--- config.mk ---
export PLATFORM = sky130hd
export DESIGN_NAME = mp4_header_timescale_rewriter_core
export DESIGN_NICKNAME = d
export VERILOG_FILES = /design/src/rtl/mhtr_pkg.sv /design/src/rtl/mhtr_front.sv /design/src/rtl/mhtr_queue.sv /design/src/rtl/mhtr_back.sv /design/src/rtl/mp4_header_timescale_rewriter_core.sv
export SDC_FILE = /design/constraint.sdc
export NUM_CORES = 1
export LEC_CHECK = 0
export BUFFER_PORTS_ARGS = -buffer_cell sky130_fd_sc_hd__buf_2
export CAP_MARGIN = 20
export CORE_MARGIN = 2
export CORE_UTILIZATION = 45
export CTS_CLUSTER_SIZE = 25
export DETAILED_ROUTE_END_ITERATION = 6
export PLACE_DENSITY = 0.56
export SLEW_MARGIN = 20
export SYNTH_ARGS = -nofsm -noshare
export SYNTH_HDL_FRONTEND = slang
export SYNTH_SLANG_ARGS = --single-unit
--- constraint.sdc ---
create_clock -name clk -period 7.7 [get_ports clk]
set_input_delay 0.385 -clock clk [delete_from_list [all_inputs] [get_ports clk]]
set_output_delay 0.385 -clock clk [all_outputs]
set_load 0.02 [all_outputs]
--- src/rtl/mhtr_pkg.sv ---
// ----------------------------------------------------------------------------
// mhtr_pkg
// Shared constants and types for the mp4 header timescale rewriter.
// ----------------------------------------------------------------------------
package mhtr_pkg;

  localparam int HOLD_BYTES        = 12;
  localparam int COUNT_BITS_DEF    = 16;
  localparam int QUEUE_DEPTH_DEF   = 4;
  localparam int HOLD_IDX_W        = $clog2(HOLD_BYTES);
  localparam int LEN_W             = $clog2(HOLD_BYTES + 1);
  localparam int POS_W             = 6;
  localparam int STAT_W            = 16;

  localparam logic [31:0] TAG_MOVIE = 32'h6D76_6864;
  localparam logic [31:0] TAG_MEDIA = 32'h6D64_6864;

  localparam logic [1:0] SHIFT_RESET = 2'd1;

  localparam logic [POS_W-1:0] START_SHORT = 6'd12;
  localparam logic [POS_W-1:0] START_LONG  = 6'd20;
  localparam logic [POS_W-1:0] END_SHORT   = 6'd20;
  localparam logic [POS_W-1:0] END_LONG    = 6'd32;

  typedef logic [HOLD_IDX_W-1:0] hold_idx_t;

  typedef struct packed {
    logic [HOLD_BYTES-1:0][7:0] bytes;
    logic [LEN_W-1:0]           len;
    logic                       last;
    logic [STAT_W-1:0]          movie;
    logic [STAT_W-1:0]          media;
  } entry_t;

endpackage

--- src/rtl/mhtr_front.sv ---
// ----------------------------------------------------------------------------
// mhtr_front
// Tag search, box field parsing, field hold and rewrite; one queue entry per
// passed byte, per finished box, or per held field cut off by the last byte.
// ----------------------------------------------------------------------------
module mhtr_front #(
  parameter int COUNT_BITS = mhtr_pkg::COUNT_BITS_DEF
) (
  input  logic            clk,
  input  logic            rst_n,
  input  logic            accept,
  input  logic [7:0]      in_byte,
  input  logic            in_last,
  input  logic [1:0]      divide_shift,
  output logic            push,
  output mhtr_pkg::entry_t push_entry
);

  logic [31:0]                  win_r, win_nxt;
  logic [mhtr_pkg::POS_W-1:0]   pos_r, pos_nxt;
  logic                         long_r, long_nxt;
  logic                         media_r, media_nxt;
  logic [COUNT_BITS-1:0]        mv_r, mv_nxt, mv_upd;
  logic [COUNT_BITS-1:0]        md_r, md_nxt, md_upd;
  logic [7:0]                   held_r [mhtr_pkg::HOLD_BYTES];

  logic [mhtr_pkg::POS_W-1:0]   off, start_v, end_v, diff;
  mhtr_pkg::hold_idx_t          k;
  logic                         in_hold, close, held_we;
  logic [31:0]                  win_sh;
  logic [mhtr_pkg::HOLD_BYTES-1:0][7:0] cur, rw;
  logic [31:0]                  ts, ts_sh;
  logic [63:0]                  dur, dur_sh;

  assign off     = pos_r - 6'd1;
  assign start_v = long_r ? mhtr_pkg::START_LONG : mhtr_pkg::START_SHORT;
  assign end_v   = long_r ? mhtr_pkg::END_LONG : mhtr_pkg::END_SHORT;
  assign diff    = off - start_v;
  assign k       = diff[mhtr_pkg::HOLD_IDX_W-1:0];
  assign in_hold = (pos_r != '0) && (off >= start_v);
  assign close   = in_hold && (off == end_v - 6'd1);
  assign win_sh  = {win_r[23:0], in_byte};

  // held bytes with the current byte merged in
  always_comb begin
    for (int i = 0; i < mhtr_pkg::HOLD_BYTES; i++) begin
      cur[i] = (k == mhtr_pkg::HOLD_IDX_W'(i)) ? in_byte : held_r[i];
    end
  end

  // field rewrite
  always_comb begin
    ts = {cur[0], cur[1], cur[2], cur[3]};
    if (long_r) begin
      dur = {cur[4], cur[5], cur[6], cur[7], cur[8], cur[9], cur[10], cur[11]};
    end else begin
      dur = {32'h0, cur[4], cur[5], cur[6], cur[7]};
    end
    ts_sh  = ts >> divide_shift;
    if (ts_sh == 32'h0) begin
      ts_sh = 32'h1;
    end
    dur_sh = dur >> divide_shift;
    rw     = cur;
    for (int i = 0; i < 4; i++) begin
      rw[i] = ts_sh[8*(3-i) +: 8];
    end
    if (long_r) begin
      for (int i = 0; i < 8; i++) begin
        rw[4+i] = dur_sh[8*(7-i) +: 8];
      end
    end else begin
      for (int i = 0; i < 4; i++) begin
        rw[4+i] = dur_sh[8*(3-i) +: 8];
      end
    end
  end

  // saturating box counts
  always_comb begin
    mv_upd = mv_r;
    md_upd = md_r;
    if (accept && close) begin
      if (media_r) begin
        if (md_r != {COUNT_BITS{1'b1}}) begin
          md_upd = md_r + COUNT_BITS'(1);
        end
      end else begin
        if (mv_r != {COUNT_BITS{1'b1}}) begin
          mv_upd = mv_r + COUNT_BITS'(1);
        end
      end
    end
  end

  always_comb begin
    win_nxt    = win_r;
    pos_nxt    = pos_r;
    long_nxt   = long_r;
    media_nxt  = media_r;
    mv_nxt     = mv_upd;
    md_nxt     = md_upd;
    push       = 1'b0;
    held_we    = 1'b0;
    push_entry.bytes    = '0;
    push_entry.bytes[0] = in_byte;
    push_entry.len      = mhtr_pkg::LEN_W'(1);
    push_entry.last     = in_last;
    push_entry.movie    = mhtr_pkg::STAT_W'(mv_upd);
    push_entry.media    = mhtr_pkg::STAT_W'(md_upd);
    if (accept) begin
      if (pos_r == '0) begin
        push    = 1'b1;
        win_nxt = win_sh;
        if (!in_last && (win_sh == mhtr_pkg::TAG_MOVIE || win_sh == mhtr_pkg::TAG_MEDIA)) begin
          media_nxt = (win_sh == mhtr_pkg::TAG_MEDIA);
          pos_nxt   = 6'd1;
        end
      end else begin
        if (off == '0) begin
          long_nxt = (in_byte != 8'h00);
        end
        if (!in_hold) begin
          push    = 1'b1;
          pos_nxt = pos_r + 6'd1;
        end else begin
          held_we = 1'b1;
          if (close || in_last) begin
            push             = 1'b1;
            push_entry.bytes = close ? rw : cur;
            push_entry.len   = mhtr_pkg::LEN_W'(k) + mhtr_pkg::LEN_W'(1);
            win_nxt          = '0;
            pos_nxt          = '0;
            long_nxt         = 1'b0;
            media_nxt        = 1'b0;
          end else begin
            pos_nxt = pos_r + 6'd1;
          end
        end
      end
      if (in_last) begin
        win_nxt   = '0;
        pos_nxt   = '0;
        long_nxt  = 1'b0;
        media_nxt = 1'b0;
        mv_nxt    = '0;
        md_nxt    = '0;
      end
    end
  end

  always_ff @(posedge clk) begin
    if (!rst_n) begin
      win_r   <= '0;
      pos_r   <= '0;
      long_r  <= 1'b0;
      media_r <= 1'b0;
      mv_r    <= '0;
      md_r    <= '0;
    end else begin
      win_r   <= win_nxt;
      pos_r   <= pos_nxt;
      long_r  <= long_nxt;
      media_r <= media_nxt;
      mv_r    <= mv_nxt;
      md_r    <= md_nxt;
    end
  end

  always_ff @(posedge clk) begin
    if (held_we) begin
      held_r[k] <= in_byte;
    end
  end

endmodule

--- src/rtl/mhtr_queue.sv ---
// ----------------------------------------------------------------------------
// mhtr_queue
// Short fifo of output entries between the parser and the byte emitter.
// ----------------------------------------------------------------------------
module mhtr_queue #(
  parameter int QUEUE_DEPTH = mhtr_pkg::QUEUE_DEPTH_DEF
) (
  input  logic             clk,
  input  logic             rst_n,
  input  logic             push,
  input  mhtr_pkg::entry_t push_entry,
  input  logic             pop,
  output mhtr_pkg::entry_t head,
  output logic             empty,
  output logic             full
);

  localparam int PTR_W = (QUEUE_DEPTH > 1) ? $clog2(QUEUE_DEPTH) : 1;
  localparam int CNT_W = $clog2(QUEUE_DEPTH + 1);
  localparam logic [PTR_W-1:0] PTR_LAST = PTR_W'(QUEUE_DEPTH - 1);
  localparam logic [CNT_W-1:0] CNT_FULL = CNT_W'(QUEUE_DEPTH);

  mhtr_pkg::entry_t   mem_r [QUEUE_DEPTH];
  logic [PTR_W-1:0]   wr_r, wr_nxt, rd_r, rd_nxt;
  logic [CNT_W-1:0]   cnt_r, cnt_nxt;

  assign empty = (cnt_r == '0);
  assign full  = (cnt_r == CNT_FULL);
  assign head  = mem_r[rd_r];

  always_comb begin
    wr_nxt  = wr_r;
    rd_nxt  = rd_r;
    cnt_nxt = cnt_r;
    if (push) begin
      wr_nxt = (wr_r == PTR_LAST) ? '0 : wr_r + PTR_W'(1);
    end
    if (pop) begin
      rd_nxt = (rd_r == PTR_LAST) ? '0 : rd_r + PTR_W'(1);
    end
    if (push && !pop) begin
      cnt_nxt = cnt_r + CNT_W'(1);
    end else if (pop && !push) begin
      cnt_nxt = cnt_r - CNT_W'(1);
    end
  end

  always_ff @(posedge clk) begin
    if (!rst_n) begin
      wr_r  <= '0;
      rd_r  <= '0;
      cnt_r <= '0;
    end else begin
      wr_r  <= wr_nxt;
      rd_r  <= rd_nxt;
      cnt_r <= cnt_nxt;
    end
  end

  always_ff @(posedge clk) begin
    if (push) begin
      mem_r[wr_r] <= push_entry;
    end
  end

endmodule

--- src/rtl/mhtr_back.sv ---
// ----------------------------------------------------------------------------
// mhtr_back
// Byte emitter: unloads one queue entry and sends its bytes one per cycle while out_stall is low.
// ----------------------------------------------------------------------------
module mhtr_back (
  input  logic                          clk,
  input  logic                          rst_n,
  input  mhtr_pkg::entry_t              head,
  input  logic                          empty,
  output logic                          pop,
  output logic                          out_valid,
  input  logic                          out_stall,
  output logic [7:0]                    out_byte,
  output logic                          out_last,
  output logic [mhtr_pkg::STAT_W-1:0]   out_movie_headers_patched,
  output logic [mhtr_pkg::STAT_W-1:0]   out_media_headers_patched
);

  logic [mhtr_pkg::HOLD_BYTES-1:0][7:0] bytes_r, bytes_nxt;
  logic [mhtr_pkg::LEN_W-1:0]           left_r, left_nxt;
  logic                                 last_r, last_nxt;
  logic [mhtr_pkg::STAT_W-1:0]          mv_r, mv_nxt, md_r, md_nxt;
  logic                                 taken;

  assign out_valid                 = (left_r != '0);
  assign taken                     = out_valid && !out_stall;
  assign out_byte                  = bytes_r[0];
  assign out_last                  = last_r && (left_r == mhtr_pkg::LEN_W'(1));
  assign out_movie_headers_patched = mv_r;
  assign out_media_headers_patched = md_r;
  assign pop = !empty && ((left_r == '0) || (taken && left_r == mhtr_pkg::LEN_W'(1)));

  always_comb begin
    bytes_nxt = bytes_r;
    left_nxt  = left_r;
    last_nxt  = last_r;
    mv_nxt    = mv_r;
    md_nxt    = md_r;
    if (pop) begin
      bytes_nxt = head.bytes;
      left_nxt  = head.len;
      last_nxt  = head.last;
      mv_nxt    = head.movie;
      md_nxt    = head.media;
    end else if (taken) begin
      for (int i = 0; i < mhtr_pkg::HOLD_BYTES - 1; i++) begin
        bytes_nxt[i] = bytes_r[i+1];
      end
      bytes_nxt[mhtr_pkg::HOLD_BYTES-1] = 8'h00;
      left_nxt = left_r - mhtr_pkg::LEN_W'(1);
    end
  end

  always_ff @(posedge clk) begin
    if (!rst_n) begin
      left_r <= '0;
    end else begin
      left_r <= left_nxt;
    end
  end

  always_ff @(posedge clk) begin
    bytes_r <= bytes_nxt;
    last_r  <= last_nxt;
    mv_r    <= mv_nxt;
    md_r    <= md_nxt;
  end

endmodule

--- src/rtl/mp4_header_timescale_rewriter_core.sv ---
// ----------------------------------------------------------------------------
// mp4_header_timescale_rewriter_core
// Rewrites mvhd/mdhd timescale and duration in an mp4 byte stream.
// path: an input transaction is written as a queue entry, then loaded into the emitter's shift register
// throughput: one byte per cycle while out_stall is low; a finished box sends 8 or 12 bytes from one
//   queue entry, one per cycle out of the emitter's shift register
// reset: synchronous active-low rst_n clears parser state, counts and queue
// ----------------------------------------------------------------------------
module mp4_header_timescale_rewriter_core #(
  parameter int COUNT_BITS  = mhtr_pkg::COUNT_BITS_DEF,
  parameter int QUEUE_DEPTH = mhtr_pkg::QUEUE_DEPTH_DEF
) (
  input  logic                        clk,
  input  logic                        rst_n,
  input  logic                        cfg_we,
  input  logic [1:0]                  cfg_wdata,
  input  logic                        in_valid,
  output logic                        in_stall,
  input  logic [7:0]                  in_byte,
  input  logic                        in_last,
  output logic                        out_valid,
  input  logic                        out_stall,
  output logic [7:0]                  out_byte,
  output logic                        out_last,
  output logic [mhtr_pkg::STAT_W-1:0] out_movie_headers_patched,
  output logic [mhtr_pkg::STAT_W-1:0] out_media_headers_patched
);

  logic             [1:0] shift_r;
  logic             accept, push, pop, q_empty, q_full;
  mhtr_pkg::entry_t push_entry, head;

  assign in_stall = q_full;
  assign accept   = in_valid && !q_full;

  always_ff @(posedge clk) begin
    if (!rst_n) begin
      shift_r <= mhtr_pkg::SHIFT_RESET;
    end else if (cfg_we) begin
      shift_r <= cfg_wdata;
    end
  end

  mhtr_front #(
    .COUNT_BITS(COUNT_BITS)
  ) u_front (
    .clk          (clk),
    .rst_n        (rst_n),
    .accept       (accept),
    .in_byte      (in_byte),
    .in_last      (in_last),
    .divide_shift (shift_r),
    .push         (push),
    .push_entry   (push_entry)
  );

  mhtr_queue #(
    .QUEUE_DEPTH(QUEUE_DEPTH)
  ) u_queue (
    .clk        (clk),
    .rst_n      (rst_n),
    .push       (push),
    .push_entry (push_entry),
    .pop        (pop),
    .head       (head),
    .empty      (q_empty),
    .full       (q_full)
  );

  mhtr_back u_back (
    .clk                       (clk),
    .rst_n                     (rst_n),
    .head                      (head),
    .empty                     (q_empty),
    .pop                       (pop),
    .out_valid                 (out_valid),
    .out_stall                 (out_stall),
    .out_byte                  (out_byte),
    .out_last                  (out_last),
    .out_movie_headers_patched (out_movie_headers_patched),
    .out_media_headers_patched (out_media_headers_patched)
  );

  a_push_room: assert property (@(posedge clk) disable iff (!rst_n) push |-> !q_full)
    else $error("queue push while full");
  a_pop_data: assert property (@(posedge clk) disable iff (!rst_n) pop |-> !q_empty)
    else $error("queue pop while empty");
  a_push_only_on_accept: assert property (@(posedge clk) disable iff (!rst_n)
    push |-> accept)
    else $error("queue push without input transaction");

endmodule
==> results of run 1 <==
-- critical path: stages, from the launching register on --
cell	delay [ns]
dfxtp_1	0.50
inv_1	0.16
ha_1	0.40
xor2_1	0.45
ha_1	0.47
a21o_1	0.22
a21oi_1	0.16
nor3_2	0.30
buf_4	0.39
nand2_2	0.44
buf_4	0.43
a211oi_1	0.79
-- repair_timing --
item,CTS,global route
hold buffers,3,0
hold endpoints to repair,1,0
endpoints found under the setup margin,0,0
-- synth_stat cells (all sizes together) (35+ instances only) --
| cell type | number |
|---|---|
| nand2 | 80 |
| dfxtp | 79 |
| a21oi | 76 |
| clkbuf | 100 |
| buf | 69 |
| nor2 | 113 |
| mux2i | 127 |
| a211oi | 85 |
| nor2b | 35 |
| and3 | 40 |
| mux4 | 190 |
| mux2 | 113 |
| edfxtp | 757 |
-- layout by cell type, fill, tap and decap left out, drive strengths merged, types with 4 or more instances in the layout --
cell type,n
and3,40
nor2b,35
edfxtp,757
a21o,5
a31oi,6
or2,24
xnor2,22
a211o,21
o21a,5
nor3,21
clkbuf,113
o21ai,31
or3,8
nand3,16
bufinv,5
ha,20
inv,20
a22o,24
nand4,26
mux4,190
o211ai,11
and4,5
xor2,15
nand2,80
dfxtp,79
a21boi,4
or4,5
a2bb2oi,8
mux2,113
o22ai,4
nor2,113
a21oi,76
buf,93
o31ai,6
a211oi,85
nor4,9
clkinv,40
mux2i,127
and2,31
-- kinds of logic after synthesis --
logic type               Yosys count  share of synthesized area
flip-flops                       836                      0.660
multiplexers                     430                      0.185
AND/OR/NAND/NOR                  425                     0.0593
AO/OA/AOI/OAI                    308                     0.0580
buffers and inverters            188                     0.0211
XOR/XNOR                          37                    0.00879
adder cells (fa/ha/maj)           22                    0.00788
-- registers in the layout, summed over array words and instances, names as in the netlist, 3 cells and up, named ones only --
register / flops
u_front.win_r: 24
u_back.out_media_headers_patched: 16
u_front.held_r: 96
u_back.out_movie_headers_patched: 16
u_queue.mem_r: 532
u_queue.cnt_r: 3
u_front.mv_r: 16
u_front.md_r: 16
u_back.bytes_r: 88
u_back.left_r: 4
u_front.pos_r: 6
u_back.out_byte: 8
-- path summary, 6_finish.rpt --
kind	slack [ns]	from	cells past startpoint	to
setup / recovery	2.60	u_front.pos_r[0]	11	u_queue.mem_r[1][131]
hold / removal	0.04	cfg_wdata[1]	3	shift_r[1]
setup reg to reg	2.60	u_front.pos_r[0]	11	u_queue.mem_r[1][131]
hold reg to reg	0.48	u_front.win_r[17]	1	u_front.win_r[17]
-- per-layer routing --
metal	up-vias	routed length [um]
li1	9033	-
met1	10600	40700
met2	500	40600
met3	109	4040
met4	2	1580
met5	-	11
-- report_power, final --
part,internal (uW),total (uW),switching (uW),leakage [uW]
Clock,2360,4100,1740,0.00136
Combinational,1190,2720,1530,0.00486
Sequential,5900,6190,289,0.00775
Total,9460,13000,3550,0.0140
-- layout make-up --
type                            count  area, um^2
Clock inverter                     49         414
Tap cell                         1060        1330
Inverter                           19        80.1
Clock buffer                      113        2380
Multi-Input combinational cell   1222       11800
Fill cell                        6634       39900
Sequential cell                   836       24300
Timing Repair Buffer               96         621
-- through the flow --
stage / instances / setup slack, ns / area [um^2] / hold WS [ns] / total power [uW]
after detailed placement: 3230 / 2.57 / 38100 / 0.454 / 9070
after global routing: 3395 / 2.20 / 40900 / 0.0421 / 13600
final: 3395 / 2.60 / 40900 / 0.0422 / 13000
after floorplan: 2246 / 1.43 / 36800 / 0.434 / 8210
after CTS: 3395 / 2.53 / 40900 / 0.00956 / 13200
after global placement: 3230 / 2.78 / 38100 / 0.455 / 9040
==> metrics.md, run 1 <==
| Metric | Value |
|---|---|
| Status | `finished clean` |
| Clk buf depth | `3` |
| Layout cells sized above 1 | `0.244` |
| Pins Over Slew Limit | `0` |
| # port buffers | `58` |
| Hold WC Path Type | `in2reg` |
| Yosys cell types | `65` |
| Via/cell ratio | `5.96` |
| Resize count post-CTS | `0` |
| # DRC | `0` |
| GP Congestion | `0.817` |
| Die X | `approximately 290 um` |
| EDFF count, synth | `between 700 and 800` |
| Remaining global-route overflow | `0` |
| Nets | `between 2000 and 2500` |
| DRT iter0 DRCs | `~1800` |
| Mean post-synth cell area | `about 16 um^2` |
| Mapped Area | `around 37000 um^2` |
| Max-Cap Viols | `0` |
| Pre-antenna DRT Iters | `5` |
| Ys async rst share | `0` |
| Flops & latches, synth | `836` |
| Top area cells in the synthesized netlist | `edfxtp_1 (62%), mux4_2 (12%), dfxtp_1 (4.3%)` |
| CTS tree | `built` |
| Clk sinks | `between 800 and 900` |
| Most Crowded Layer GR | `met2` |
| Pwr Density | `about 320 nW/um^2` |
| Vias | `~20000` |
| CTS Root Buffer Type | `clkbuf_16` |
| GRT Total Usage | `0.206` |
| CP Class | `reg2reg` |
| Synth top area share | `0.617` |
| Die Area | `between 80000 and 90000 um^2` |
| Post-DRT Antenna Nets | `0` |
| CTS buffer count | `90` |
| Minimum clock period | `between 5 and 6 ns` |
| Post-synth top flop | `edfxtp_1` |
| Util after Layout | `0.507` |
| Die height | `between 200 and 300 um` |
| Met1 usage | `0.304` |
| Max-slew headroom | `0.253` |
| Worst Tran Pin Value | `roughly 1.1 ns` |
| Drt wl/cell | `approximately 26 um` |
| Mapped Cells | `about 2200` |
| Unrepaired setup endpoints after global routing | `no` |
| Fmax | `around 0.20 GHz` |
| Sequential share of the synthesized area | `0.660` |
| Skew-Pair Late Insertion Delay | `approximately 0.64 ns` |
| Initial antenna violation count | `3` |
| Routed wire length | `87.0 mm` |
| Peak VDD IR | `approximately 220 uV` |
| Starting density of the core | `0.456` |
| Critical path launch point type | `flop` |
| Data arrival time of the critical path | `around 5.4 ns` |
| Hpwl dp | `~52 mm` |
| Grt met2 use | `0.322` |
| P_leak | `between 0.01 and 0.015 uW` |
| Count of final setup violators | `0` |
| First-pass GRT wire length | `~130 mm` |
| FP Rows | `104` |
| Syn nets | `about 2300` |
| Final Cycle Share | `0.663` |
| Fin. Hold Viols | `0` |
| Ys Warns | `0` |
| Largest net degree at the start of global routing | `roughly 110` |
| Worst Setup End Kind | `flop` |
| Ant. Diodes | `0` |
| Worst endpoint required time | `approximately 8.0 ns` |
| H-tree Lvls | `3` |
| Worst clock skew | `~0.030 ns` |
| Core ar. | `between 80000 and 90000 um^2` |
| Critical path fanouts, max | `34` |
| M3 GR Usage | `0.0338` |
| Setup TNS | `0 ns` |
| Vias in the first global route | `20500` |
| Io pins | `59` |
| Largest area contributor in the netlist | `edfxtp_1` |
| Postcts setup bufs | `0` |
| Clock-pin slew on the worst setup and hold paths | `around 0.07 ns` |
| P&R area growth vs syn | `11.1%` |
Power figures use the tool's default switching activity.
==> run 2: changes to the inputs <==
- clock period: 7.7 -> 5.15 ns (I/O delays scaled with it)
==> metrics.md, run 2 (synthesis gave the netlist of run 1 again) <==
| Metric | Value |
|---|---|
| Pwr Density | `475 nW/um^2` |
| Hold WC Path Type | `in2reg` |
| # port buffers | `between 50 and 60` |
| Die Area | `approximately 84000 um^2` |
| Peak VDD IR | `291 uV` |
| Status | `finished clean` |
| First-pass GRT wire length | `132 mm` |
| Layout cells sized above 1 | `0.260` |
| Post-DRT Antenna Nets | `0` |
| Clk buf depth | `3` |
| Core ar. | `just over 80000 um^2` |
| Worst endpoint required time | `~5.5 ns` |
| CTS buffer count | `around 90` |
| CTS tree | `built` |
| Critical path fanouts, max | `13` |
| Via/cell ratio | `approximately 6` |
| Ant. Diodes | `0` |
| P_leak | `0.0143 uW` |
| Slowest-stage cell, CP | `or4_1` |
| Area of the multi-input gates | `about 12000 um^2` |
| # DRC | `0` |
| Reg with most FFs | `u_queue.mem_r` |
| Register cell area after layout | `between 20000 and 25000 um^2` |
| H-tree Lvls | `3` |
| Hpwl dp | `53.4 mm` |
| Initial antenna violation count | `3` |
| Routed wire length | `between 80 and 90 mm` |
| CP Class | `reg2reg` |
| Die height | `290 um` |
| Largest net degree at the start of global routing | `slightly above 80` |
| Max-slew headroom | `0.364` |
| Starting density of the core | `0.456` |
| Reg2reg end | `u_queue.mem_r[1][61]` |
| Crit-path max cell delay | `about 0.60 ns` |
| Die X | `290 um` |
| Worst path most repeated cell | `nand2_1` |
| Skew-Pair Late Insertion Delay | `0.63 ns` |
| Max reg flops | `532` |
| Pre-CTS setup slack | `0.314 ns` |
| Worst r2r src | `u_front.pos_r[2]` |
| Post-route setup slack | `0.267 ns` |
| FP Rows | `between 100 and 150` |
| Fin. Hold Viols | `0` |
| CTS Root Buffer Type | `clkbuf_16` |
| DRT iter0 DRCs | `1717` |
| Pre-antenna DRT Iters | `5` |
| Count of final setup violators | `0` |
| Launch point of the worst path | `u_front.pos_r[2]` |
| Pins Over Slew Limit | `0` |
| Unrepaired setup endpoints after global routing | `no` |
| GRT Total Usage | `0.206` |
| CP cell instances | `or4_1, nand2_1, ha_1, ha_1, nand2_1, buf_4, mux2i_1, nand2_1, a2111oi_0, nand4_1, or4_1, a311oi_1` |
| Clk sinks | `836` |
| Worst Setup End Kind | `flop` |
| Reg2reg setup slack | `roughly 0.27 ns` |
| Max-Cap Viols | `0` |
| Setup crit end | `u_queue.mem_r[1][61]` |
| Data arrival time of the critical path | `approximately 5.2 ns` |
| Remaining global-route overflow | `0` |
| Vias | `around 20000` |
| Vias in the first global route | `between 20000 and 25000` |
| Final Cycle Share | `0.948` |
| Filler cell count | `6486` |
| P&R area growth vs syn | `12.6%` |
| Setup TNS | `0 ns` |
| Drt wl/cell | `about 25 um` |
| Critical path launch point type | `flop` |
| Nets | `roughly 2300` |
| Clock-pin slew on the worst setup and hold paths | `around 0.06 ns` |
| Io pins | `between 50 and 60` |
| Fmax | `0.205 GHz` |
| Reg2Reg Depth | `12` |
| GP Congestion | `~0.83` |
| Top Registers | `u_queue.mem_r: 532 flops, u_front.held_r: 96 flops, u_back.bytes_r: 88 flops` |
| Worst clock skew | `0.0190 ns` |
| Most frequent cells in the layout | `edfxtp_1 (757), mux4_2 (190), mux2i_1 (127), nor2_1 (113), mux2_2 (113)` |
| Minimum clock period | `slightly below 5 ns` |
| Most common cell after layout, fill and taps aside | `edfxtp_1` |
| Worst Tran Pin Value | `around 0.95 ns` |
[run 2: cell count changes in the layout (fill, tap and decap cells not counted), sizes merged]
| cell | delta |
|---|---|
| clkbuf | +5 |
| clkinv | -9 |
| clkinvlp | +2 |
| dlygate4sd3 | +3 |
| bufinv | +1 |
| buf | +35 |
| inv | +3 |
[run 2: through the flow]
step	total power (uW)	cell area, um^2	hold WS (ns)	instances	util
finish	19700	41500	0.0631	3435	0.514
global route	20600	41500	0.0414	3435	0.514
CTS	20000	41500	0.0225	3434	0.513
detailed placement	13600	38500	0.454	3264	0.476
global placement	13600	38500	0.454	3264	0.476
floorplan	12200	36900	0.356	2246	-
[run 2: cell type report]
cell class | instances | share of cell area
flip-flops and latches | 836 | 0.586
multi-input cells | 1222 | 0.284
clock buffers | 118 | 0.0610
well taps | 1060 | 0.0320
inverters | 19 | 0.00190
repair buffers | 134 | 0.0249
clock inverters | 46 | 0.00992
[run 2: critical path, delay by kind of cell, from the launching register on]
family	cells	cell delay (ns)
buf+inv	1	0.22
compound gates	2	1.13
mux	1	0.34
flops	1	0.44
fa+ha+maj	2	0.61
simple gates	6	1.87
[run 2: metal layers]
layer  global-route usage  up-vias  wire (um)
met5                    0        -          0
met4               0.0560        0       1980
met3               0.0247      127       3740
met2                0.323      548      40900
met1                0.307    10700      40300
li1                     -     9092          -
[run 2: timing repair]
action | in CTS | in global routing
buffers inserted | 0 | 0
endpoints found under the setup margin | 0 | 4
gates resized for setup | 0 | 1
hold buffers | 6 | 0
hold endpoints to repair | 6 | 0
[run 2: power by group]
group / internal (uW) / switching (uW) / total, uW
Clock: 3770 / 2570 / 6330
Sequential: 8820 / 460 / 9280
Combinational: 1850 / 2230 / 4090
[run 2: worst min path at each step]
stage | depth (start not counted) | startpoint | slack [ns] | to
4_1_cts | 1 | in_byte[3] | 0.02 | u_front.held_r[0][3]
2_1_floorplan | 0 | in_byte[0] | 0.36 | u_front.held_r[0][0]
3_5_place_dp | 1 | u_front.win_r[21] | 0.45 | u_front.win_r[21]
6_report | 1 | in_byte[3] | 0.06 | u_front.held_r[0][3]
5_1_grt | 1 | in_byte[3] | 0.04 | u_front.held_r[0][3]
3_3_place_gp | 1 | u_front.win_r[19] | 0.45 | u_front.win_r[19]
==> run 3: changes to the inputs <==
- BUFFER_PORTS_ARGS: -buffer_cell sky130_fd_sc_hd__buf_2 -> unset
- DONT_BUFFER_PORTS: unset -> 1
==> metrics.md, run 3 (synthesis gave the netlist of run 1 again) <==
| Metric | Value |
|---|---|
| Status | `finished clean` |
| FP Rows | `104` |
| Unrepaired setup endpoints after global routing | `no` |
| CP Class | `reg2reg` |
| CTS buffer count | `90` |
| Die Area | `84200 um^2` |
| CTS Hold Bufs | `17` |
| Fmax | `approximately 0.21 GHz` |
| Worst endpoint required time | `around 5.5 ns` |
| Reg with most FFs | `u_queue.mem_r` |
| Max-slew headroom | `0.175` |
| Hpwl dp | `approximately 53 mm` |
| # DRC | `0` |
| Starting density of the core | `0.456` |
| Fin. Hold Viols | `0` |
| Non-filler cells, final | `about 3400` |
| Skew-Pair Late Insertion Delay | `between 0.6 and 0.7 ns` |
| Clk sinks | `836` |
| Core ar. | `80800 um^2` |
| Postcts setup bufs | `0` |
| Hold WC Path Type | `in2reg` |
| Design Area, Final | `a little over 40000 um^2` |
| Die X | `290 um` |
| M3 GR Usage | `0.0381` |
| Final Cycle Share | `0.924` |
| Placed instance area | `between 30000 and 40000 um^2` |
| Pwr Density | `approximately 480 nW/um^2` |
| Critical path fanouts, max | `11` |
| Count of final setup violators | `0` |
| Ant. Diodes | `0` |
| GP Congestion | `0.860` |
| Remaining global-route overflow | `0` |
| GRT Total Usage | `0.215` |
| P_leak | `around 0.014 uW` |
| Crit-path max cell delay | `~0.63 ns` |
| CP cell instances | `or4_1, nand2_1, ha_1, ha_1, nand2_1, mux2i_1, mux4_2, o2111ai_1, or3_1, or4_1, a311oi_1` |
| Clock-pin slew on the worst setup and hold paths | `0.06 ns` |
| Initial antenna violation count | `3` |
| Met1 usage | `0.307` |
| Most Crowded Layer GR | `met2` |
| Data arrival time of the critical path | `5.13 ns` |
| Post-DRT Antenna Nets | `0` |
| Minimum clock period | `~4.8 ns` |
| P&R area growth vs syn | `12.2%` |
| Placed Cells incl. Taps | `~3200` |
| Vias in the first global route | `between 20000 and 25000` |
| Reg2reg setup slack | `approximately 0.4 ns` |
| H-tree Lvls | `3` |
| CTS Root Buffer Type | `clkbuf_16` |
| Critical path launch point type | `flop` |
| Grt met2 use | `0.341` |
| Layout cells sized above 1 | `0.236` |
| Resize count post-CTS | `0` |
| First-pass GRT wire length | `136 mm` |
| Setup TNS | `0 ns` |
| Worst-case hold slack | `roughly 0.034 ns` |
| Pins Over Slew Limit | `0` |
| Worst clock skew | `around 0.038 ns` |
| Most frequent cells in the layout | `edfxtp_1 (757), mux4_2 (190), mux2i_1 (127), nor2_1 (113), mux2_2 (113)` |
| Top Registers | `u_queue.mem_r: 532 flops, u_front.held_r: 96 flops, u_back.bytes_r: 88 flops` |
| Routed wire length | `roughly 90 mm` |
| Nets | `2291` |
| Io pins | `59` |
| Pre-antenna DRT Iters | `6` |
| Peak VDD IR | `around 260 uV` |
| Clk buf depth | `3` |
| Slowest-stage cell, CP | `or4_1` |
| Die height | `290 um` |
| Max reg flops | `~530` |
| Worst Setup End Kind | `flop` |
| Max-Cap Viols | `0` |
| Via/cell ratio | `6.01` |
| DRT iter0 DRCs | `between 1500 and 2000` |
| Drt wl/cell | `~27 um` |
| CTS tree | `built` |
| Vias | `20400` |
| Most common cell after layout, fill and taps aside | `edfxtp_1` |
| Largest net degree at the start of global routing | `just over 80` |
| # port buffers | `0` |
| Worst Tran Pin Value | `approximately 1.2 ns` |
-- run 3: power by group --
group | leakage (uW) | switching, uW | internal, uW
clock | 0.00141 | 2610 | 3760
combinational | 0.00490 | 2060 | 1760
sequential | 0.00775 | 638 | 8830
-- run 3: final timing paths --
check / cells after the start / startpoint / end
worst max-delay path: 11 / u_front.pos_r[0] / u_queue.mem_r[1][61]
worst min-delay path: 1 / in_byte[1] / u_queue.mem_r[2][38]
worst max register to register: 11 / u_front.pos_r[0] / u_queue.mem_r[1][61]
worst min register to register: 1 / u_front.win_r[22] / u_front.win_r[22]
-- run 3: area by class of cell --
| cell class | instances | area, um^2 |
|---|---|---|
| clock buffers | 109 | 2340 |
| clock inverters | 58 | 592 |
| fillers | 6573 | 39500 |
| flip-flops and latches | 836 | 24300 |
| well taps | 1060 | 1330 |
| multi-input cells | 1222 | 11800 |
| inverters | 19 | 78.8 |
| repair buffers | 84 | 866 |
-- run 3: metal layers --
layer / part of all wire / wire length [um]
met1: 0.45 / 40500
met3: 0.057 / 5140
met2: 0.47 / 42700
met4: 0.023 / 2050
met5: 0.00014 / 13
-- run 3: metrics by stage --
| step | worst slack [ns] | total power (uW) | util |
|---|---|---|---|
| floorplan | 0.359 | 12200 | - |
| global placement | 0.540 | 13400 | 0.473 |
| detailed placement | 0.439 | 13500 | 0.473 |
| CTS | 0.412 | 20000 | 0.511 |
| global route | 0.0505 | 20500 | 0.511 |
| finish | 0.394 | 19700 | 0.511 |
-- run 3: critical path: cells and delay by family (launching register included) --
kind / cells / cell delay (ns)
muxes: 2 / 0.78
AOI/OAI and AO/OA: 2 / 0.61
and+or+nand+nor: 5 / 2.14
DFF: 1 / 0.40
adders and majority gates: 2 / 0.56
